<file path="src/rtl/saq_pkg.sv">
// Shared types and constants for the stable argsort queue.
`timescale 1ns / 1ps
package saq_pkg;

  localparam int unsigned MaxItemsDefault = 1024;
  localparam int unsigned HeightW         = 16;
  localparam int unsigned PosW            = 11;
  localparam logic [PosW-1:0] PosMax      = 11'd2047;

  localparam logic OpPush = 1'b0;
  localparam logic OpPop  = 1'b1;

  typedef enum logic [1:0] {
    RES_PUSH,
    RES_DROP,
    RES_EMPTY,
    RES_POP
  } res_kind_e;

  // Controller to datapath commands
  typedef struct packed {
    logic      push;      // append the request height
    logic      rd_start;  // load read pointer (0 or best+1)
    logic      rd_base;   // 0: scan from zero, 1: shift from best+1
    logic      rd_run;    // issue reads while entries remain
    logic      scan;      // compare returning data against best
    logic      shift;     // write returning data one slot down
    logic      commit;    // remove the popped entry
    logic      emit;      // load the result register
    res_kind_e kind;
  } cmd_t;

  // Datapath to controller status
  typedef struct packed {
    logic empty;
    logic full;
    logic last_data;  // data of the final entry is returning
    logic best_last;  // the minimum is the final entry
  } status_t;

endpackage

</file>
<file path="src/rtl/saq_ctrl.sv">
// Sequencing state machine for the argsort queue.
`timescale 1ns / 1ps
module saq_ctrl (
  input  logic             clk_i,
  input  logic             rst_ni,
  input  logic             req_valid_i,
  input  logic             req_opcode_i,
  output logic             req_ready_o,
  output logic             rsp_valid_o,
  input  logic             rsp_ready_i,
  input  saq_pkg::status_t status_i,
  output saq_pkg::cmd_t    cmd_o
);
  import saq_pkg::*;

  typedef enum logic [2:0] {
    S_IDLE,
    S_SCAN,
    S_SHIFT_INIT,
    S_SHIFT,
    S_COMMIT
  } state_e;

  state_e state_q, state_d;
  logic   rsp_valid_q, rsp_valid_d;
  logic   accept;

  assign req_ready_o = (state_q == S_IDLE) && (!rsp_valid_q || rsp_ready_i);
  assign accept      = req_valid_i && req_ready_o;
  assign rsp_valid_o = rsp_valid_q;

  // Decode state into datapath commands
  always_comb begin
    cmd_o       = '0;
    cmd_o.kind  = RES_PUSH;
    state_d     = state_q;
    rsp_valid_d = rsp_valid_q && !rsp_ready_i;
    case (state_q)
      S_IDLE: begin
        if (accept) begin
          if (req_opcode_i == OpPush) begin
            cmd_o.push  = !status_i.full;
            cmd_o.emit  = 1'b1;
            cmd_o.kind  = status_i.full ? RES_DROP : RES_PUSH;
            rsp_valid_d = 1'b1;
          end else if (status_i.empty) begin
            cmd_o.emit  = 1'b1;
            cmd_o.kind  = RES_EMPTY;
            rsp_valid_d = 1'b1;
          end else begin
            cmd_o.rd_start = 1'b1;
            state_d        = S_SCAN;
          end
        end
      end
      S_SCAN: begin
        cmd_o.rd_run = 1'b1;
        cmd_o.scan   = 1'b1;
        if (status_i.last_data) begin
          state_d = S_SHIFT_INIT;
        end
      end
      S_SHIFT_INIT: begin
        cmd_o.rd_start = 1'b1;
        cmd_o.rd_base  = 1'b1;
        state_d        = status_i.best_last ? S_COMMIT : S_SHIFT;
      end
      S_SHIFT: begin
        cmd_o.rd_run = 1'b1;
        cmd_o.shift  = 1'b1;
        if (status_i.last_data) begin
          state_d = S_COMMIT;
        end
      end
      S_COMMIT: begin
        cmd_o.commit = 1'b1;
        cmd_o.emit   = 1'b1;
        cmd_o.kind   = RES_POP;
        rsp_valid_d  = 1'b1;
        state_d      = S_IDLE;
      end
      default: state_d = S_IDLE;
    endcase
  end

  // Hold state and result valid
  always_ff @(posedge clk_i or negedge rst_ni) begin
    if (!rst_ni) begin
      state_q     <= S_IDLE;
      rsp_valid_q <= 1'b0;
    end else begin
      state_q     <= state_d;
      rsp_valid_q <= rsp_valid_d;
    end
  end

endmodule

</file>
<file path="config.mk">
export PLATFORM = sky130hd
export DESIGN_NAME = saq_ctrl
export DESIGN_NICKNAME = d
export VERILOG_FILES = /design/src/rtl/saq_pkg.sv /design/src/rtl/saq_ctrl.sv
export SDC_FILE = /design/constraint.sdc
export NUM_CORES = 1
export LEC_CHECK = 0
export BUFFER_PORTS_ARGS = -buffer_cell sky130_fd_sc_hd__buf_2
export CAP_MARGIN = 20
export CORE_AREA = 2 2 39 41
export DETAILED_ROUTE_END_ITERATION = 6
export DIE_AREA = 0 0 41 43
export MAX_ROUTING_LAYER = met4
export PLACE_DENSITY = 0.61
export SLEW_MARGIN = 10
export SYNTH_ARGS = -nofsm -noshare
export SYNTH_HDL_FRONTEND = slang
export SYNTH_SLANG_ARGS = --single-unit
</file>
<file path="constraint.sdc">
create_clock -name clk_i -period 2.7 [get_ports clk_i]
set_input_delay 0.135 -clock clk_i [delete_from_list [all_inputs] [get_ports clk_i]]
set_output_delay 0.135 -clock clk_i [all_outputs]
set_load 0.03 [all_outputs]
</file>
==> results by group, run 1 <==
Finish
  – Final Instance Area: 474.2 sq um
  – Number of nets in the layout: 73
  – Layout-stage area growth over the synthesis result: 45.21%
  – Filler instances: 149
  – Diode insertion count for antenna repair: 0
  – Multi-input logic area: 202.7 sq um
  – Sequential cell area: 100.1 sq um
  – Util after Layout: 34.27%
  – Layout cells sized above 1: 46.77%

Synth
  – Cell area after technology mapping: 326.6 sq um
  – Post-synthesis cell count: 39
  – Flops & latches, synth: 4
  – Number of distinct standard cells referenced by the synthesized netlist: 21
  – Yosys top cell area share: 30.65%
  – Async S/R FF share, synth: 100.0%
  – Proportion of synthesized chip area in sequential cells: 30.65%
  – Average size of a mapped cell: 8.373 sq um
  – Syn_nets: 48
  – Most used flip-flop cell after synthesis: dfrtp_1
  – Cell accounting for the most synthesized area: dfrtp_1
  – Leading cell types by total area after synthesis: dfrtp_1 31%, nand2_1 6.9%, inv_1 5.7%, nor2_1 5.7%, a21oi_4 5.0%
  – Synth warnings: 0
  – Number of enable-type register cells in the synthesized netlist: 0
  – Ranking of synthesized cells by instance count: 6 x nand2_1, 5 x inv_1, 5 x nor2_1
  – Library cell with the highest instance count after synthesis: nand2_1

Placed design
  – Placed inst area: 441.7 sq um
  – Estimated wirelength of the detail-placed design: 580.4 microns
  – Port Buffer Count: 20
  – Setup WS pre-CTS: 0.9478 ns
  – RD Place Congestion: 0.7495

Clocking
  – Total of hold buffers inserted after clock tree synthesis: 1
  – Number of buffers inserted by post-CTS setup repair: 0
  – TritonCTS sink count: 4
  – Cell at the root of the clock tree: clkbuf_4
  – Reg clk slew, reported paths: 0.04 ns
  – Clock tree from TritonCTS: done
  – Clock Tree Buf Depth: 2
  – Clk Latency, worst-skew pair: 0.23 ns
  – Post-cts repair resize count: 0
  – H-Tree Depth: 1
  – Number of buffers created by CTS: 3

Hold path
  – Worst Hold Path Cells: 2
  – Hold_sp: status_i[1]
  – Worst hold path type: primary input to register
  – Endpoint, Worst Hold: state_q[0]

Setup path
  – Register-to-register setup slack: 1.07 ns
  – Kind of end point of the critical path: output pin
  – RR Startpoint: state_q[2]
  – Category of the worst setup path launch point: register
  – CP arrival: 1.87 ns
  – Largest delay share family, worst path: simple AND/OR/NAND/NOR gates
  – Worst R2R Path Depth: 4
  – Crit. path cell count: 5
  – Ordered cell list for the critical path: or3_4 > a21oi_4 > nand2_1 > o31ai_1 > buf_2
  – Worst r2r dst: state_q[1]
  – Total buffers and inverters traversed by the critical path: 1
  – Maximum single-stage delay on the critical path: 0.44 ns
  – Crit path kind: register to output pin
  – Required time at the worst-slack endpoint: 2.57 ns
  – Highest fanout seen on the critical path: 7
  – Slowest CP cell: dfrtp_1

Route
  – Final wirelength: 731 microns
  – Number of iterations in the first detailed-routing pass: 2
  – Per-cell routed wire length: 9.372 microns
  – Via Count: 349
  – ANT nets after route: 0
  – Detailed-route vias per instance: 4.474
  – Detailed Route Iter0 Violations: 2
  – DRC viols: 0

Power and ir drop
  – Peak supply drop: 0.5269 mV
  – Power per unit of standard cell area: 1417 nW/um^2
  – Leakage power total: 0.2658 nW

GRT
  – Largest net degree at the start of global routing: 10
  – First-pass GRT wire length: 1221 microns
  – Via count of the first global-routing pass: 304
  – Total routing usage reported by global routing: 10.73%
  – Total congestion overflow: 0
  – Initial antenna violation count: 0

Timing
  – Final critical delay including setup and external delays: 2.005 ns
  – Peak Freq: 498.7 MHz
  – Fin Clk Skew: 0.002531 ns
  – Post-route worst hold slack: 0.1202 ns
  – Worst-margin pin slew: 0.3808 ns
  – Setup ws final: 0.6948 ns
  – Worst max-slew margin expressed relative to the limit: 74.61%
  – Final Max Slew Viols: 0
  – Fin Setup TNS: 0 ns
  – Number of setup violations in the final report: 0
  – Crit share post-route: 74.27%
  – RSZ-0062 raised after global routing: no
  – Count of endpoints failing hold in the final timing report: 0

Die
  – Total Die Area: 1763 sq um
  – Starting density of the core: 23.60%
  – I/O Pins: 21
  – Die X-Extent: 41 microns
  – Die Y-Extent: 43 microns
  – Row Count: 14
  – Area inside the core boundary: 1384 sq um

Status
  – Result of the run: finished, final reports clean

Run
  – Max cap viols: 0
-- per-layer routing --
metal / share of wire (%) / up-vias / track usage, %
met2: 47 / 14 / 13.75
li1: - / 183 / -
met5: 0 / - / -
met1: 45 / 152 / 14.61
met4: 0 / 0 / 6.000
met3: 8.3 / 0 / 3.141
-- power breakdown --
group | internal [mW] | total [mW] | switching, mW | leakage, nW
clock network | 0.0498 | 0.0746 | 0.0248 | 0.0138
registers | 0.0880 | 0.136 | 0.0476 | 0.0511
logic | 0.172 | 0.462 | 0.290 | 0.201
total | 0.310 | 0.672 | 0.362 | 0.266
-- cells in the final DEF (no fill, tap or decap), types with 2 or more instances in the layout --
cell type / count
dfrtp_1: 4
clkbuf_4: 3
o21ai_0: 2
nand2_1: 6
nor2_1: 5
and2_1: 2
inv_1: 5
buf_2: 20
-- registers in the layout, indices dropped and copies added, names as in the netlist --
name / count
state_q: 3
rsp_valid_o: 1
-- worst register-to-register path: cells and delay by family (launching register included) --
kind             cells  cell delay [ns]
AO/OA/AOI/OAI        2             0.32
flip-flops           1             0.44
multiplexers         1             0.32
AND/OR/NAND/NOR      1             0.43
-- area by class of cell --
cell class / count / share of cell area, %
Clock buffer: 3 / 4.749
Inverter: 5 / 3.958
Multi-Input combinational cell: 29 / 42.74
Sequential cell: 4 / 21.11
Tap cell: 16 / 4.222
Timing Repair Buffer: 21 / 23.22
-- metrics by stage --
stage | power (mW) | instances
finish | 0.6721 | 78
global route | 0.7388 | 78
floorplan | 0.4963 | 39
CTS | 0.6843 | 78
detailed placement | 0.6025 | 74
global placement | 0.5995 | 74
-- kinds of logic after synthesis --
| kind of cell | Yosys count | synth area share, % |
|---|---|---|
| and+or+nand+nor | 18 | 30.65 |
| buffers and inverters | 6 | 7.279 |
| DFF | 4 | 30.65 |
| muxes | 2 | 7.662 |
| AOI/OAI and AO/OA | 9 | 23.76 |
-- how the worst max path moves through the flow --
stage               start       end
2_1_floorplan  state_q[2]  cmd_o[9]
3_3_place_gp   state_q[2]  cmd_o[0]
3_5_place_dp   state_q[2]  cmd_o[0]
4_1_cts        state_q[2]  cmd_o[0]
5_1_grt        state_q[2]  cmd_o[0]
6_report       state_q[2]  cmd_o[0]
Note: power is estimated with default switching activity, not from simulation.
==> run 2, diff against run 1 <==
==> constraint.sdc (replaced) <==
create_clock -name clk_i -period 1.95 [get_ports clk_i]
set_input_delay 0.0975 -clock clk_i [delete_from_list [all_inputs] [get_ports clk_i]]
set_output_delay 0.0975 -clock clk_i [all_outputs]
set_load 0.03 [all_outputs]
==> results by group, run 2 (synthesis results as in run 1) <==
Status
  – Result of the run: finished, final reports clean (unchanged)

Placed design
  – Placed cell count: 75 (was 74)
  – Estimated wirelength of the detail-placed design: 623.9 microns (was 580.4 microns)
  – Setup WS pre-CTS: 0.2496 ns (was 0.9478 ns)
  – Placed inst area: 460.4 sq um (was 441.7 sq um)
  – RD Place Congestion: 0.6740 (was 0.7495)
  – Port Buffer Count: 20 (unchanged)

Timing
  – Setup ws final: 0.08433 ns (was 0.6948 ns)
  – Worst max-slew margin expressed relative to the limit: 73.99% (was 74.61%)
  – Number of setup violations in the final report: 0 (unchanged)
  – Worst-margin pin slew: 0.3901 ns (was 0.3808 ns)
  – Peak Freq: 536.0 MHz
  – Fin Clk Skew: 0.0001394 ns (was 0.002531 ns)
  – Final Max Slew Viols: 0 (unchanged)
  – Count of endpoints failing hold in the final timing report: 0 (unchanged)
  – Crit share post-route: 95.68%
  – Final critical delay including setup and external delays: 1.866 ns
  – RSZ-0062 raised after global routing: no (unchanged)

Route
  – Per-cell routed wire length: 9.827 microns (was 9.372 microns)
  – Detailed-route vias per instance: 4.420 (was 4.474)
  – Number of iterations in the first detailed-routing pass: 2 (unchanged)
  – Detailed Route Iter0 Violations: 2 (unchanged)
  – Final wirelength: 796 microns (was 731 microns)
  – ANT nets after route: 0 (unchanged)
  – DRC viols: 0 (unchanged)
  – Via Count: 358 (was 349)

Die
  – Die Y-Extent: 43 microns (unchanged)
  – Starting density of the core: 23.60% (unchanged)
  – Total Die Area: 1763 sq um (unchanged)
  – Row Count: 14 (unchanged)
  – Area inside the core boundary: 1384 sq um (unchanged)
  – I/O Pins: 21 (unchanged)
  – Die X-Extent: 41 microns (unchanged)

Setup path
  – RR Startpoint: state_q[0] (was state_q[2])
  – End point of the critical path: cmd_o[0] (unchanged)
  – Category of the worst setup path launch point: register (unchanged)
  – Required time at the worst-slack endpoint: 1.85 ns (was 2.57 ns)
  – CP arrival: 1.77 ns (was 1.87 ns)
  – Highest fanout seen on the critical path: 5 (was 7)
  – Crit path kind: register to output pin (unchanged)
  – Worst r2r dst: state_q[1] (unchanged)
  – Kind of end point of the critical path: output pin (unchanged)
  – Worst R2R Path Depth: 5 (was 4)
  – Register-to-register setup slack: 0.26 ns (was 1.07 ns)
  – Timing startpoint of the critical path: state_q[0] (was state_q[2])

Finish
  – Layout-stage area growth over the synthesis result: 57.85% (was 45.21%)
  – Layout cells sized above 1: 56.92% (was 46.77%)
  – Number of nets in the layout: 76 (was 73)
  – Leading cell types in the layout, fill and taps excluded: 19 x buf_2, 5 x inv_1, 5 x nor2_1, 5 x nand2_1, 4 x buf_4 (was 20 x buf_2, 6 x nand2_1, 5 x inv_1, 5 x nor2_1, 4 x dfrtp_1)
  – Diode insertion count for antenna repair: 0 (unchanged)
  – Final Instance Area: 515.5 sq um (was 474.2 sq um)
  – Multi-input logic area: 216.5 sq um (was 202.7 sq um)
  – Sequential cell area: 102.6 sq um (was 100.1 sq um)
  – Finished Layout Cells: 81 (was 78)
  – Most flop-heavy register: state_q (unchanged)
  – Most common cell after layout, fill and taps aside: buf_2 (unchanged)
  – Max reg flops: 3 (unchanged)
  – Filler instances: 157 (was 149)

Power and ir drop
  – PnR Total Power: 1.005 mW (was 672.1 uW)
  – Switching fraction of total power: 52.69% (was 53.89%)
  – Combinational fraction of design power: 71.6% (was 68.7%)
  – Peak supply drop: 0.7401 mV (was 0.5269 mV)
  – Power per unit of standard cell area: 1949 nW/um^2 (was 1417 nW/um^2)
  – Part of the power in registers: 17.8% (was 20.2%)
  – Leakage power total: 0.2813 nW (was 0.2658 nW)
  – Internal: 475.4 uW (was 309.9 uW)
  – Relative contribution of the clock network to total power: 10.6% (was 11.1%)
  – Switching Power: 529.4 uW (was 362.2 uW)

Clocking
  – TritonCTS sink count: 4 (unchanged)
  – H-Tree Depth: 1 (unchanged)
  – Clock Tree Buf Depth: 2 (unchanged)
  – Clk Latency, worst-skew pair: 0.24 ns (was 0.23 ns)
  – Reg clk slew, reported paths: 0.04 ns (about the same)
  – Number of buffers created by CTS: 3 (unchanged)
  – Clock tree from TritonCTS: done (unchanged)
  – Cell at the root of the clock tree: clkbuf_4 (unchanged)

GRT
  – Total congestion overflow: 0 (unchanged)
  – Total routing usage reported by global routing: 11.11% (was 10.73%)
  – Via count of the first global-routing pass: 325 (was 304)
  – Initial antenna violation count: 0 (unchanged)
  – Largest net degree at the start of global routing: 10 (unchanged)
  – First-pass GRT wire length: 1269 microns (was 1221 microns)

Run
  – Max cap viols: 0 (unchanged)

Hold path
  – Worst hold path type: primary input to register (unchanged)
  – Worst Hold Path Cells: 2 (unchanged)
==> run 2: critical path, cell delays in order, from the launching register on <==
cell and delay, ns:
dfrtp_2 0.43, or3_4 0.40, a21oi_4 0.17, nand2_2 0.12
o31ai_2 0.22, buf_4 0.19
==> run 2: metrics by stage <==
step	setup TNS (ns)	utilization [%]	hold WS [ns]
floorplan	-0.3759	-	-0.1981
global placement	0	33.27	-0.09539
detailed placement	0	33.27	-0.09467
CTS	0	35.80	0.05662
global route	0	37.25	0.08755
finish	0	37.25	0.06328
==> run 2: worst min-delay path by stage <==
stage	to	slack (ns)	startpoint
finish	state_q[0]	0.06	status_i[1]
global route	state_q[0]	0.09	status_i[1]
CTS	state_q[0]	0.06	status_i[1]
detailed placement	state_q[0]	-0.09	rst_ni
global placement	state_q[0]	-0.1	rst_ni
floorplan	rsp_valid_o	-0.20	rst_ni
==> run 2: cell type report <==
| class | count | share of cell area, % |
|---|---|---|
| multi-input combinational | 29 | 41.99 |
| timing repair buffer | 24 | 26.21 |
| sequential | 4 | 19.90 |
| clock buffer | 3 | 4.369 |
| tap | 16 | 3.883 |
| inverter | 5 | 3.641 |
==> run 2: power by group through the flow <==
| stage | sequential, mW | combinational [mW] | clock, mW |
|---|---|---|---|
| after floorplan | 0.178 | 0.518 | 0 |
| after global placement | 0.178 | 0.675 | 0 |
| after detailed placement | 0.177 | 0.679 | 0 |
| after CTS | 0.177 | 0.686 | 0.111 |
| after global routing | 0.187 | 0.781 | 0.116 |
| final | 0.179 | 0.719 | 0.107 |
==> run 2: routing by layer <==
metal | up-vias | wire length (microns) | GRT usage, %
li1 | 191 | - | -
met2 | 16 | 335 | 15.31
met3 | 2 | 50 | 3.141
met5 | - | 0 | -
met1 | 149 | 391 | 13.18
met4 | 0 | 19 | 8.000
==> run 2: what timing repair did <==
action | 4_1_cts | 5_1_grt
hold endpoints to repair | 4 | 0
buffers inserted | 0 | 2
gates resized for setup | 1 | 3
hold buffers | 1 | 0
endpoints found under the setup margin | 1 | 4
==> run 3, diff against run 2 <==
==> constraint.sdc (replaced) <==
create_clock -name clk_i -period 1.9 [get_ports clk_i]
set_input_delay 0.095 -clock clk_i [delete_from_list [all_inputs] [get_ports clk_i]]
set_output_delay 0.095 -clock clk_i [all_outputs]
set_load 0.03 [all_outputs]
==> results by group, run 3 (synthesis results as in run 1) <==
Timing
  – Number of setup violations in the final report: 0 (unchanged)
  – Setup ws final: 0.06838 ns (was 0.08433 ns)
  – Post-route worst hold slack: 0.07396 ns (was 0.06328 ns)
  – Final critical delay including setup and external delays: 1.832 ns
  – Final Max Slew Viols: 0 (unchanged)
  – Fin Clk Skew: 0.003698 ns (was 0.0001394 ns)
  – Peak Freq: 546.0 MHz
  – Crit share post-route: 96.40%
  – Count of endpoints failing hold in the final timing report: 0 (unchanged)
  – Worst-margin pin slew: 0.3779 ns (was 0.3901 ns)
  – Worst max-slew margin expressed relative to the limit: 74.80% (was 73.99%)

Placed design
  – RD Place Congestion: 0.6865 (was 0.6740)
  – Port Buffer Count: 20 (unchanged)
  – Estimated wirelength of the detail-placed design: 692.9 microns (was 623.9 microns)
  – Setup WS pre-CTS: 0.1921 ns (was 0.2496 ns)

Die
  – I/O Pins: 21 (unchanged)
  – Area inside the core boundary: 1384 sq um (unchanged)
  – Die Y-Extent: 43 microns (unchanged)
  – Starting density of the core: 23.60% (unchanged)
  – Total Die Area: 1763 sq um (unchanged)
  – Row Count: 14 (unchanged)
  – Die X-Extent: 41 microns (unchanged)

Setup path
  – Register-to-register setup slack: 0.29 ns (was 0.26 ns)
  – CP arrival: 1.74 ns (was 1.77 ns)
  – Ordered cell list for the critical path: or3_4 > a21oi_4 > nand2_4 > o31ai_2 > buf_4 (was or3_4 > a21oi_4 > nand2_2 > o31ai_2 > buf_4)
  – Kind of end point of the critical path: output pin (unchanged)
  – Slowest CP cell: dfrtp_2 (unchanged)
  – Highest fanout seen on the critical path: 5 (unchanged)
  – Category of the worst setup path launch point: register (unchanged)
  – Worst r2r dst: state_q[1] (unchanged)
  – Required time at the worst-slack endpoint: 1.80 ns (was 1.85 ns)
  – Maximum single-stage delay on the critical path: 0.40 ns (was 0.43 ns)
  – Crit path kind: register to output pin (unchanged)
  – RR Startpoint: state_q[0] (unchanged)
  – Worst R2R Path Depth: 4 (was 5)

Route
  – ANT nets after route: 0 (unchanged)
  – Detailed-route vias per instance: 4.512 (was 4.420)
  – Number of iterations in the first detailed-routing pass: 4 (was 2)
  – Final wirelength: 873 microns (was 796 microns)
  – DRC viols: 0 (unchanged)
  – Per-cell routed wire length: 10.65 microns (was 9.827 microns)
  – Detailed Route Iter0 Violations: 8 (was 2)
  – Via Count: 370 (was 358)

Hold path
  – Worst hold path type: primary input to register (unchanged)
  – Hold_sp: status_i[1] (unchanged)
  – Endpoint, Worst Hold: state_q[0] (unchanged)
  – Worst Hold Path Cells: 2 (unchanged)

Clocking
  – Cell at the root of the clock tree: clkbuf_4 (unchanged)
  – Reg clk slew, reported paths: 0.04 ns (about the same)
  – Clock Tree Buf Depth: 2 (unchanged)
  – Clk Latency, worst-skew pair: 0.24 ns (about the same)
  – Clock tree from TritonCTS: done (unchanged)
  – TritonCTS sink count: 4 (unchanged)
  – Number of buffers created by CTS: 3 (unchanged)
  – H-Tree Depth: 1 (unchanged)

GRT
  – Highest-utilization routing layer at the global route stage: met2 (unchanged)
  – Total congestion overflow: 0 (unchanged)
  – Initial antenna violation count: 0 (unchanged)
  – GR Util met2: 16.88% (was 15.31%)
  – First-pass GRT wire length: 1366 microns (was 1269 microns)
  – Total routing usage reported by global routing: 12.13% (was 11.11%)
  – Via count of the first global-routing pass: 342 (was 325)
  – GR Util met1: 14.74% (was 13.18%)
  – Largest net degree at the start of global routing: 8 (was 10)
  – Met3 usage: 1.571% (was 3.141%)

Finish
  – Number of nets in the layout: 77 (was 76)
  – Most flop-heavy register: state_q (unchanged)
  – Util after Layout: 38.07% (was 37.25%)
  – Most common cell after layout, fill and taps aside: buf_2 (unchanged)
  – Leading cell types in the layout, fill and taps excluded: 19 x buf_2, 5 x inv_1, 5 x nor2_1, 5 x nand2_1, 5 x buf_4 (was 19 x buf_2, 5 x inv_1, 5 x nor2_1, 5 x nand2_1, 4 x buf_4)
  – Layout cells sized above 1: 56.06% (was 56.92%)
  – Layout-stage area growth over the synthesis result: 61.30% (was 57.85%)
  – Diode insertion count for antenna repair: 0 (unchanged)
  – Max reg flops: 3 (unchanged)

Run
  – Max cap viols: 0 (unchanged)

Power and ir drop
  – Power per unit of standard cell area: 2017 nW/um^2 (was 1949 nW/um^2)
  – Leakage power total: 0.2936 nW (was 0.2813 nW)
  – Peak supply drop: 0.7374 mV (was 0.7401 mV)

Status
  – Result of the run: finished, final reports clean (unchanged)
-- run 3: cell types whose count changed in the layout (fill, tap and decap cells not counted) --
cell and delta:
buf_4 +1, nand2_4 +1, nand2_2 -1, dfrtp_2 -1, dfrtp_1 +1
-- run 3: metal layers --
metal / up-vias / wire (microns)
li1: 189 / -
met4: 0 / 16
met1: 163 / 419
met2: 16 / 392
met3: 2 / 45
met5: - / 0
-- run 3: metrics by stage --
step | instances | area [sq um] | setup TNS [ns] | power, mW
finish | 82 | 526.8 | 0 | 1.063
global route | 82 | 526.8 | -0.002442 | 1.149
CTS | 80 | 506.7 | 0 | 1.027
detailed placement | 76 | 467.9 | 0 | 0.8984
global placement | 76 | 467.9 | 0 | 0.8905
floorplan | 39 | 337.8 | -0.5659 | 0.7148
-- run 3: how the worst max path moves through the flow --
| stage | from | end | slack (ns) | cells past startpoint |
|---|---|---|---|---|
| floorplan | state_q[2] | cmd_o[1] | -0.22 | 4 |
| global placement | state_q[0] | cmd_o[0] | 0.23 | 5 |
| detailed placement | state_q[0] | cmd_o[0] | 0.19 | 5 |
| CTS | state_q[0] | cmd_o[0] | 0.007 | 5 |
| global route | state_q[0] | cmd_o[0] | -0.002 | 5 |
| finish | state_q[0] | cmd_o[0] | 0.07 | 5 |
-- run 3: worst max-delay path, delay by kind of cell, from the launching register on --
family	cells	cell delay, ns
simple gates	2	0.49
compound gates	2	0.41
flops	1	0.40
buf+inv	1	0.19
-- run 3: where the power goes --
| part | switching [mW] | internal [mW] |
|---|---|---|
| clock network | 0.0409 | 0.0711 |
| logic | 0.481 | 0.308 |
| registers | 0.0342 | 0.127 |
-- run 3: timing repair --
action | 4_1_cts | 5_1_grt
hold buffers | 1 | 0
setup endpoints to repair | 3 | 4
cloned | 0 | 0
endpoints found under the hold margin | 4 | 0
setup buffers | 0 | 2
gates resized for setup | 3 | 1
-- run 3: area by class of cell --
type	instances	area (sq um)
Sequential cell	4	101.3
Multi-Input combinational cell	29	221.5
Tap cell	16	20.02
Timing Repair Buffer	25	142.6
Fill cell	156	857.1
Inverter	5	18.77
Clock buffer	3	22.52
